## config.mk

```make
export PLATFORM = sky130hd
export DESIGN_NAME = stream_mux_escape_framer_unit
export DESIGN_NICKNAME = d
export VERILOG_FILES = /design/src/rtl/smef_pkg.sv /design/src/rtl/smef_encode.sv /design/src/rtl/stream_mux_escape_framer_unit.sv
export SDC_FILE = /design/constraint.sdc
export NUM_CORES = 1
export LEC_CHECK = 0
export ABC_CLOCK_PERIOD_IN_PS = 17950
export BUFFER_PORTS_ARGS = -buffer_cell sky130_fd_sc_hd__buf_2
export CORE_ASPECT_RATIO = 0.9
export CORE_UTILIZATION = 55
export CTS_CLUSTER_DIAMETER = 200
export DETAILED_ROUTE_END_ITERATION = 10
export PLACE_DENSITY = 0.75
export SETUP_SLACK_MARGIN = 0.15
export SLEW_MARGIN = 20
export SYNTH_ARGS = -nofsm -noshare
export SYNTH_HDL_FRONTEND = slang
export SYNTH_SLANG_ARGS = --single-unit
```

## constraint.sdc

```tcl
create_clock -name i_clk -period 17.95 [get_ports i_clk]
set_clock_uncertainty 0.15 [all_clocks]
set_input_delay 1.795 -clock i_clk [delete_from_list [all_inputs] [get_ports i_clk]]
set_output_delay 1.795 -clock i_clk [all_outputs]
set_load 0.02 [all_outputs]
```

## src/rtl/smef_pkg.sv

```systemverilog
// ============================================================================
// smef_pkg - shared types and constants of the stream mux escape framer
// Byte codes, frame size, and the run and state records that pass between
// the encoder and the top level.
// ============================================================================
`default_nettype none

package smef_pkg;

    // Frame size in bytes (8..65536) and the width of the fill counter
    localparam int unsigned FRAME_BYTES = 4096;
    localparam int unsigned FILL_W      = 17;

    // Most output bytes one input byte can produce, and the count width
    localparam int unsigned MAX_RUN = 6;
    localparam int unsigned CNT_W   = 3;
    localparam int unsigned IDX_W   = 3;

    // Frame limit at one bit over the fill width, for the end-of-frame compare
    localparam logic [FILL_W:0] FRAME_LIMIT = (FILL_W + 1)'(FRAME_BYTES);

    // Byte codes on the uplink
    localparam logic [7:0] ESC_BYTE = 8'hfe;
    localparam logic [7:0] END_BYTE = 8'h00;
    localparam logic [7:0] CTL_BYTE = 8'hfd;

    // Framer state kept between input bytes
    typedef struct packed {
        logic [FILL_W-1:0] fill;
        logic [7:0]        stream;
        logic              active;
    } t_state;

    // Output run produced by one input byte
    typedef struct packed {
        logic [MAX_RUN-1:0][7:0] bytes;
        logic [CNT_W-1:0]        cnt;
    } t_plan;

endpackage

`default_nettype wire

```

## src/rtl/smef_encode.sv

```systemverilog
// ============================================================================
// smef_encode - per-byte framing logic
// Builds the run of up to six uplink bytes for one input byte (header,
// frame-restart header, escape, data, trailer) and the next framer state.
// ============================================================================
`default_nettype none

module smef_encode (
    input  wire logic [7:0]     i_stream_id,
    input  wire logic [7:0]     i_data_byte,
    input  wire logic           i_first_of_batch,
    input  wire logic           i_last_of_batch,
    input  wire smef_pkg::t_state i_state,
    output smef_pkg::t_plan     o_plan,
    output smef_pkg::t_state    o_state
);

    logic                               id_ok;
    logic [smef_pkg::FILL_W-1:0]        fill;
    logic [smef_pkg::CNT_W-1:0]         k;
    logic                               active;
    logic [7:0]                         stream;
    logic [smef_pkg::MAX_RUN-1:0][7:0]  bytes;

    // Stream id 0 and the two control codes are not usable ids
    assign id_ok = (i_stream_id != 8'h00) && (i_stream_id != smef_pkg::ESC_BYTE) &&
                   (i_stream_id != smef_pkg::CTL_BYTE);

    // Assemble the run in output order
    always_comb begin
        bytes  = '0;
        k      = '0;
        active = i_first_of_batch ? id_ok : i_state.active;
        stream = i_first_of_batch ? i_stream_id : i_state.stream;
        fill   = i_first_of_batch ? '0 : i_state.fill;

        // batch header
        if (i_first_of_batch && id_ok) begin
            bytes[k[smef_pkg::IDX_W-1:0]] = smef_pkg::ESC_BYTE;
            k = k + smef_pkg::CNT_W'(1);
            bytes[k[smef_pkg::IDX_W-1:0]] = i_stream_id;
            k = k + smef_pkg::CNT_W'(1);
            fill = fill + smef_pkg::FILL_W'(2);
        end

        if (active) begin
            // frame full: restart the count and repeat the header
            if (({1'b0, fill} + (smef_pkg::FILL_W + 1)'(4)) >= smef_pkg::FRAME_LIMIT) begin
                bytes[k[smef_pkg::IDX_W-1:0]] = smef_pkg::ESC_BYTE;
                k = k + smef_pkg::CNT_W'(1);
                bytes[k[smef_pkg::IDX_W-1:0]] = stream;
                k = k + smef_pkg::CNT_W'(1);
                fill = smef_pkg::FILL_W'(2);
            end
            // escape doubling
            if (i_data_byte == smef_pkg::ESC_BYTE) begin
                bytes[k[smef_pkg::IDX_W-1:0]] = smef_pkg::ESC_BYTE;
                k = k + smef_pkg::CNT_W'(1);
                fill = fill + smef_pkg::FILL_W'(1);
            end
            bytes[k[smef_pkg::IDX_W-1:0]] = i_data_byte;
            k = k + smef_pkg::CNT_W'(1);
            fill = fill + smef_pkg::FILL_W'(1);
            // trailer closes the batch
            if (i_last_of_batch) begin
                bytes[k[smef_pkg::IDX_W-1:0]] = smef_pkg::ESC_BYTE;
                k = k + smef_pkg::CNT_W'(1);
                bytes[k[smef_pkg::IDX_W-1:0]] = smef_pkg::END_BYTE;
                k = k + smef_pkg::CNT_W'(1);
                active = 1'b0;
                fill   = '0;
            end
        end
    end

    assign o_plan.bytes   = bytes;
    assign o_plan.cnt     = k;
    assign o_state.fill   = fill;
    assign o_state.stream = stream;
    assign o_state.active = active;

endmodule

`default_nettype wire

```

## src/rtl/stream_mux_escape_framer_unit.sv

```systemverilog
// ============================================================================
// stream_mux_escape_framer_unit - escape-stuffing stream mux framer
// Frames batch payload bytes with a stream header, byte stuffing of 0xFE,
// periodic header repeats and an end trailer, one byte per unstalled cycle.
// ============================================================================
//
//  channel | direction | handshake          | payload
//  --------+-----------+--------------------+--------------------------------
//  input   | in        | i_valid / o_stall  | stream id, data byte, first, last
//  output  | out       | o_valid / i_stall  | out byte, last of run
//
//  An input byte yields 0 to 6 uplink bytes; the output sends one per cycle
//  while not stalled. The run is held in a plan register and drained into
//  the output register; the next input is taken in the cycle the last byte
//  of a run leaves the plan register.
//  Bytes that produce no output are taken every cycle while the plan is empty.
//  Reset (synchronous, active low) clears framer state, plan and output valid.
//
`default_nettype none

module stream_mux_escape_framer_unit (
    input  wire logic       i_clk,
    input  wire logic       i_rst_n,
    input  wire logic       i_valid,
    output logic            o_stall,
    input  wire logic [7:0] i_stream_id,
    input  wire logic [7:0] i_data_byte,
    input  wire logic       i_first_of_batch,
    input  wire logic       i_last_of_batch,
    output logic            o_valid,
    input  wire logic       i_stall,
    output logic [7:0]      o_out_byte,
    output logic            o_last_of_run
);

    smef_pkg::t_state               r_state;
    smef_pkg::t_state               n_state;
    smef_pkg::t_plan                enc_plan;
    smef_pkg::t_plan                r_plan;
    logic [smef_pkg::IDX_W-1:0]     r_idx;
    logic                           r_busy;
    logic                           r_ovalid;
    logic [7:0]                     r_obyte;
    logic                           r_olast;
    logic                           out_free;
    logic                           move;
    logic                           move_last;
    logic                           accept;

    // Per-byte framing
    smef_encode u_encode (
        .i_stream_id      (i_stream_id),
        .i_data_byte      (i_data_byte),
        .i_first_of_batch (i_first_of_batch),
        .i_last_of_batch  (i_last_of_batch),
        .i_state          (r_state),
        .o_plan           (enc_plan),
        .o_state          (n_state)
    );

    // Handshake control
    assign out_free  = !r_ovalid || !i_stall;
    assign move      = r_busy && out_free;
    assign move_last = move && (smef_pkg::CNT_W'(r_idx) == (r_plan.cnt - smef_pkg::CNT_W'(1)));
    assign o_stall   = r_busy && !move_last;
    assign accept    = i_valid && !o_stall;

    // Framer state advances on each input transaction
    always_ff @(posedge i_clk) begin
        if (!i_rst_n) begin
            r_state <= '0;
        end else if (accept) begin
            r_state <= n_state;
        end
    end

    // Plan register: holds one run while it drains
    always_ff @(posedge i_clk) begin
        if (!i_rst_n) begin
            r_busy <= 1'b0;
            r_idx  <= '0;
        end else if (accept && (enc_plan.cnt != '0)) begin
            r_busy <= 1'b1;
            r_idx  <= '0;
        end else if (move_last) begin
            r_busy <= 1'b0;
        end else if (move) begin
            r_idx <= r_idx + smef_pkg::IDX_W'(1);
        end
    end

    always_ff @(posedge i_clk) begin
        if (accept && (enc_plan.cnt != '0)) begin
            r_plan <= enc_plan;
        end
    end

    // Output register
    always_ff @(posedge i_clk) begin
        if (!i_rst_n) begin
            r_ovalid <= 1'b0;
        end else if (move) begin
            r_ovalid <= 1'b1;
        end else if (!i_stall) begin
            r_ovalid <= 1'b0;
        end
    end

    always_ff @(posedge i_clk) begin
        if (move) begin
            r_obyte <= r_plan.bytes[r_idx];
            r_olast <= move_last;
        end
    end

    assign o_valid       = r_ovalid;
    assign o_out_byte    = r_obyte;
    assign o_last_of_run = r_olast;

    // Checks
    a_busy_cnt: assert property (@(posedge i_clk) disable iff (!i_rst_n)
        r_busy |-> ((r_plan.cnt != '0) && (smef_pkg::CNT_W'(r_idx) < r_plan.cnt)))
        else $error("plan index out of run");

    a_idle_fill: assert property (@(posedge i_clk) disable iff (!i_rst_n)
        !r_state.active |-> (r_state.fill == '0))
        else $error("fill not cleared outside a batch");

    a_fill_range: assert property (@(posedge i_clk) disable iff (!i_rst_n)
        r_state.active |-> ({1'b0, r_state.fill} < smef_pkg::FRAME_LIMIT))
        else $error("frame fill beyond frame size");

    a_drain_take: assert property (@(posedge i_clk) disable iff (!i_rst_n)
        move |=> (r_ovalid && (r_olast == !r_busy || r_idx == '0)))
        else $error("output register missed a run byte");

endmodule

`default_nettype wire
```

# Yosys cells after proc, flatten, opt, wreduce, memory -nomap -nowiden
# Index checks and enable logic that the tools add are counted.
# word_totals
reg_bits	91
output_inout_bits	11
# classes
reduce_logical	24
mux	46
order_cmp	14
addsub	12
n_eq_ne	5
n_bitwise	13
# ops
op	count
2-to-1 mux 48 bit	5
demux 8 bit (select 3 bit)	6
2-to-1 mux 17 bit	8
bitwise mux 48 bit	2
OR 42 bit	2
2-to-1 mux 8 bit	8
AND 48 bit	1
inverter 48 bit	1
OR 14 x 42 -> 42 bit	1
adder 17 x 1 -> 17 bit, second input constant	2
2-to-1 mux 16 bit	2
binary-select mux 8 bit (select 3 bit)	1
< comparator 3 x 4 -> 1 bit, second input constant	6
adder 17 x 3 -> 18 bit, second input constant	1
adder 3 x 1 -> 3 bit, second input constant	6
>= comparator 18 x 13 -> 1 bit, second input constant	1
2-to-1 mux 3 bit	6
inverter 6 bit	3
adder 17 x 2 -> 17 bit, second input constant	1
!= test 8 bit, second input constant	2
>= comparator 3 x 1 -> 1 bit, second input constant	5
logical AND 1 bit	14
AND 6 bit	2
== test 8 bit, second input constant	1
17 further kinds	27

# Depth between registers and ports, before layout
# depth
depth_word	22
depth_mapped	15

# By module
# A second synthesis with hierarchy kept.
# hier_totals
cells_unflattened	575
area_unflattened_um2	5459.0
# modules_own_cells
module	seq_area_each_um2	instances	cells_each	area_each_um2
stream_mux_escape_framer_unit	2422.3	1	257	3485.8
smef_encode	0.0	1	318	1973.1

# Least setup slack after synthesis
# No wires, ideal clock.
# synth_path
path_type	input to register
startpoint	input port i_first_of_batch
endpoint	register r_idx[0] in the netlist's numbering
arrival_time_ns	8.051
path_stages	14
path_buffers	1
t_required_ns	17.681
path_slack_ns	9.630
path_cell_list	and3b_1 nand4_2 o21a_1 inv_1 clkbuf_1 ha_1 ha_1 xor2_1 xor2_1 a22oi_1 nor2_1 nor3_1 nand2b_1 nor2_1
# synth_via
elab_chain_len	18
# synth_lines
item	line_no	rtl
start, declared	stream_mux_escape_framer_unit.sv:28	input wire logic i_first_of_batch,
2-to-1 mux 17 bit	smef_encode.sv:35	fill = i_first_of_batch ? '0 : i_state.fill;
adder 17 x 2 -> 17 bit	smef_encode.sv:43	fill = fill + smef_pkg::FILL_W'(2);
2-to-1 mux 17 bit	smef_encode.sv:38	if (i_first_of_batch && id_ok) begin
adder 17 x 3 -> 18 bit	smef_encode.sv:48	if (({1'b0, fill} + (smef_pkg::FILL_W + 1)'(4)) >= smef_pkg::FRAME_LIMIT) begin
>= comparator 18 x 13 -> 1 bit	smef_encode.sv:48	
2-to-1 mux 3 bit	smef_encode.sv:48	
2-to-1 mux 3 bit	smef_encode.sv:46	if (active) begin
adder 3 x 1 -> 3 bit	smef_encode.sv:58	k = k + smef_pkg::CNT_W'(1);
[... 2 more ...]	--	
adder 3 x 1 -> 3 bit	smef_encode.sv:62	k = k + smef_pkg::CNT_W'(1);
adder 3 x 1 -> 3 bit	smef_encode.sv:67	k = k + smef_pkg::CNT_W'(1);
adder 3 x 1 -> 3 bit	smef_encode.sv:69	k = k + smef_pkg::CNT_W'(1);
2-to-1 mux 3 bit	smef_encode.sv:65	if (i_last_of_batch) begin
2-to-1 mux 3 bit *	smef_encode.sv:46	
nonzero test 3 bit *	stream_mux_escape_framer_unit.sv:82	end else if (accept && (enc_plan.cnt != '0)) begin
logical AND 1 bit *	stream_mux_escape_framer_unit.sv:82	
OR reduction 2 bit (no source line) *	--	
end signal, assigned	stream_mux_escape_framer_unit.sv:88	r_idx <= r_idx + smef_pkg::IDX_W'(1);
end, declared	stream_mux_escape_framer_unit.sv:40	logic [smef_pkg::IDX_W-1:0] r_idx;
# Every way passes the cells marked *; elsewhere a longest branch is shown, timed or not. The select of a mux whose other input is x is not followed.
# A chain may end at the register's enable or synchronous reset.

# Worst setup path in the final report
# layout_path
startpoint	input port i_first_of_batch
endpoint	register r_plan[16] in the netlist's numbering, enable pin
# layout_via
elab_chain_len	17
# layout_lines
item	line_no	rtl
2-to-1 mux 17 bit	smef_encode.sv:35	
adder 17 x 2 -> 17 bit	smef_encode.sv:43	
2-to-1 mux 17 bit	smef_encode.sv:38	
adder 17 x 3 -> 18 bit	smef_encode.sv:48	
>= comparator 18 x 13 -> 1 bit	smef_encode.sv:48	
2-to-1 mux 3 bit	smef_encode.sv:48	
2-to-1 mux 3 bit	smef_encode.sv:46	
adder 3 x 1 -> 3 bit	smef_encode.sv:58	
2-to-1 mux 3 bit	smef_encode.sv:56	if (i_data_byte == smef_pkg::ESC_BYTE) begin
2-to-1 mux 3 bit	smef_encode.sv:46	
adder 3 x 1 -> 3 bit	smef_encode.sv:62	
adder 3 x 1 -> 3 bit	smef_encode.sv:67	
adder 3 x 1 -> 3 bit	smef_encode.sv:69	
2-to-1 mux 3 bit	smef_encode.sv:65	
2-to-1 mux 3 bit *	smef_encode.sv:46	
nonzero test 3 bit *	stream_mux_escape_framer_unit.sv:93	if (accept && (enc_plan.cnt != '0)) begin
logical AND 1 bit *	stream_mux_escape_framer_unit.sv:93	
end signal, assigned	stream_mux_escape_framer_unit.sv:94	r_plan <= enc_plan;
end, declared	stream_mux_escape_framer_unit.sv:39	smef_pkg::t_plan r_plan;
# Marked as above.

==> results.cfg <==
[placement]
place.port_buffers = 32
placement.cell_area_um2 = 5200
place_congestion = 0.907
placed_wire_length_estimate_um = 7400

[pwr]
vdd_drop_max_mv = 0.0621
clock_power_share_pct = 35.4
pwr_density_cell_nw_per_um2 = 81.7
static-leakage-power_nw = 1.97
power.sequential.fraction_pct = 53.6
switching_share_pct = 24.9
power.combinational.fraction_pct = 11.1
internal_power_uw = 333
net-switching-power_uw = 111

[cells_and_area]
final_std_cell_area_no_fill_um2 = 5430
final_net_count = 530
n_antenna_cell = 0
drive_gt1_share_pct = 16.1
fillerInstances = 709
area_delta_synth_final_pct = 10.3

[critical_path]
critical_path_arrival_ps = 5170
slowest_stage = buf_4
cp_top_family = buffers and inverters
cp_num_buf_inv = 3
worst_path_cell_chain = buf_2 -> and3b_1 -> nand4_2 -> o21a_1 -> inv_1 -> ha_1 -> ha_1 -> xor2_1 -> xor2_1 -> a22oi_1 -> nor2_1 -> nor3_2 -> buf_4
cp_max_fo = 53
crit_path_end_kind = flop
critical_setup_path_class = input pin to flop
worstRegToRegCells = 12
timing.critical_path.depth = 13
worstSetupStartpointType = input pin
max_stage_delay_ps = 550
worst_endpoint_required_time_ps = 17790

[die]
std_cell_rows = 32
initial_core_util_pct = 57.2
floorplan.die.height_um = 91.8
dieArea_um2 = 9330
pin_count = 33
die_w_um = 102
core_region_area_um2 = 8610

[grt]
antenna_found_initial = 0
grt_util_all_layers_pct = 24.4
grt_pass1_vias = 3431
maximum_number_of_pins_on_one_net_before_global_route_repair = 54
grt-ovfl-total = 0
grt_pass1_wl_um = 17400

[detailed_routing]
totalWireLength_um = 10600
drtAntennaViolNets = 0
drt_first_pass_iters = 5
drc = 0
routed_via_density = 5.91
routedWlPerCell_um = 17.0
drt_first_iter_violations = 307
num_vias = 3674

[min_path]
worstHoldPathCells = 2
timing.hold.worst.class = flop to flop

[synthesis]
async_set_or_reset_flop_fraction_in_the_synthesized_netlist_pct = 0
synthesis.area_per_instance_um2 = 10.5
netlist_instances = 469
synthesis.area_um2 = 4920
post-synth-top-area-cell = edfxtp_1
post_synth_num_cell_types = 69
yosys_register_bits = 91
ys.flop_type = edfxtp_1
share_of_the_synthesized_area_in_the_top_cell_type_pct = 36.6
count_of_flip_flops_with_a_built_in_enable_after_synthesis = 60
synthesis_warning_total = 0
netlist_top_cells_area = edfxtp_1 (37%), dfxtp_1 (13%), nand2_1 (3.8%)
seq_area_frac_synth_pct = 49.2

[sta]
timing.max_slew.rel_slack_pct = 28.7
hold_slack_ps = 333
timing.fmax_mhz = 188
worst_pin_slew_ps = 1060
finalMaxSlewViolations = 0
final_period_minus_worst_setup_slack_ps = 5330
timing.setup.tns_ps = 0
fin_crit_sh_pct = 29.7
final-setup-viol-count = 0
grt_setup_unrepaired = no
hold_viol = 0

[clock_tree]
buffer_depth_of_the_longest_clock_path = 2
cts_setup_buffers = 0
clock_tree.htree_level_count = 3
clk_latency_ps = 350
cts.reportedPaths.clkPinSlew_ps = 90
cts_made_buffers = 9
clockRootBuffer = clkbuf_8
cts_tree = yes
clock_sinks = 91
total_of_hold_buffers_inserted_after_clock_tree_synthesis = 0
number_of_instances_resized_during_post_cts_repair = 0

[outcome]
outcome = complete, no violations

[run]
drv_cap = 0
registers in the layout (all words and copies together), names as in the netlist:
register       count
o_last_of_run      1
o_out_byte         8
o_valid            1
r_busy             1
r_idx              3
r_plan            51
r_state           26
cell type report:
class	instances	area (µm²)	share of cell area (%)
clock buffer	10	128	2.35
inverter	27	101	1.87
sequential	91	2420	44.6
clock inverter	6	95.1	1.75
timing repair buffer	36	190	3.50
multi-input combinational	333	2350	43.2
tap	119	149	2.74
final timing paths:
kind | from | end | slack, ps
setup reg to reg | r_state[21] | r_plan[16] | 13740
hold / removal | r_state[20] | r_state[20] | 330
hold reg to reg | r_state[20] | r_state[20] | 330
setup / recovery | i_first_of_batch | r_plan[16] | 12620
per-layer routing:
metal / vias up / global-route usage, % / wire length [µm]
met1: 1772 / 34.3 / 4810
met2: 124 / 38.2 / 5010
met3: 15 / 4.95 / 563
met4: 0 / 7.00 / 172
li1: 1763 / - / -
met5: - / 0 / 0
through the flow:
step / instances / utilization, % / setup WS (ps) / power [mW]
floorplan: 470 / - / 9630 / 0.276
global placement: 606 / 60.4 / 12470 / 0.290
detailed placement: 606 / 60.4 / 12290 / 0.291
CTS: 622 / 63.0 / 12680 / 0.447
global route: 622 / 63.1 / 12400 / 0.460
finish: 622 / 63.1 / 12620 / 0.444
Yosys cell counts, drive strengths merged (9+ instances only):
cell and n:
a21oi 39, a22oi 11, clkbuf 15, dfxtp 31, edfxtp 60, ha 9
inv 26, mux2i 17, nand2 51, nand4 10, nor2 38, nor2b 17
nor3 10, o21a 9, o21ai 12, o22ai 9, xnor2 11, xor2 12
power groups by stage:
stage / Clock, mW / Sequential, mW / Combinational [mW]
final: 0.157 / 0.238 / 0.0491
after global routing: 0.168 / 0.238 / 0.0541
after CTS: 0.161 / 0.238 / 0.0488
after detailed placement: 0 / 0.242 / 0.0486
after global placement: 0 / 0.242 / 0.0476
after floorplan: 0 / 0.244 / 0.0322
kinds of logic (layout without fill, tap and decap cells):
kind of cell             count (synthesis)  after routing  share of synthesized area (%)
AO/OA/AOI/OAI                          101            101                           13.4
XOR/XNOR                                24             24                           4.70
adder cells (fa/ha/maj)                 10             10                           2.69
buffers and inverters                   46             79                           3.53
flip-flops                              91             91                           49.2
multiplexers                            26             26                           7.34
other                                    1              2                         0.0762
AND/OR/NAND/NOR                        170            170                           19.0
cells in the final DEF, fill, tap and decap left out, types with 7 or more instances in the layout:
master / instances
mux4_2: 8
nor2_1: 37
clkbuf_8: 9
a21oi_1: 36
dfxtp_1: 31
edfxtp_1: 60
inv_1: 26
and3_1: 7
o21ai_1: 9
xor2_1: 12
a22oi_1: 11
mux2i_1: 17
nand4_1: 8
nor2b_1: 17
xnor2_1: 10
o22ai_1: 9
buf_2: 32
o21a_1: 9
nand2_1: 50
ha_1: 9
worst register-to-register path, stage by stage, from the launching register on:
cell     delay (ps)
dfxtp_1         360
or4_4           540
nor2_1          180
o21a_1          220
inv_1           250
ha_1            460
ha_1            320
xor2_1          240
xor2_1          100
a22oi_1         180
nor2_1           70
nor3_2          170
buf_4           550
No activity file was read; power rests on OpenSTA's default activity.
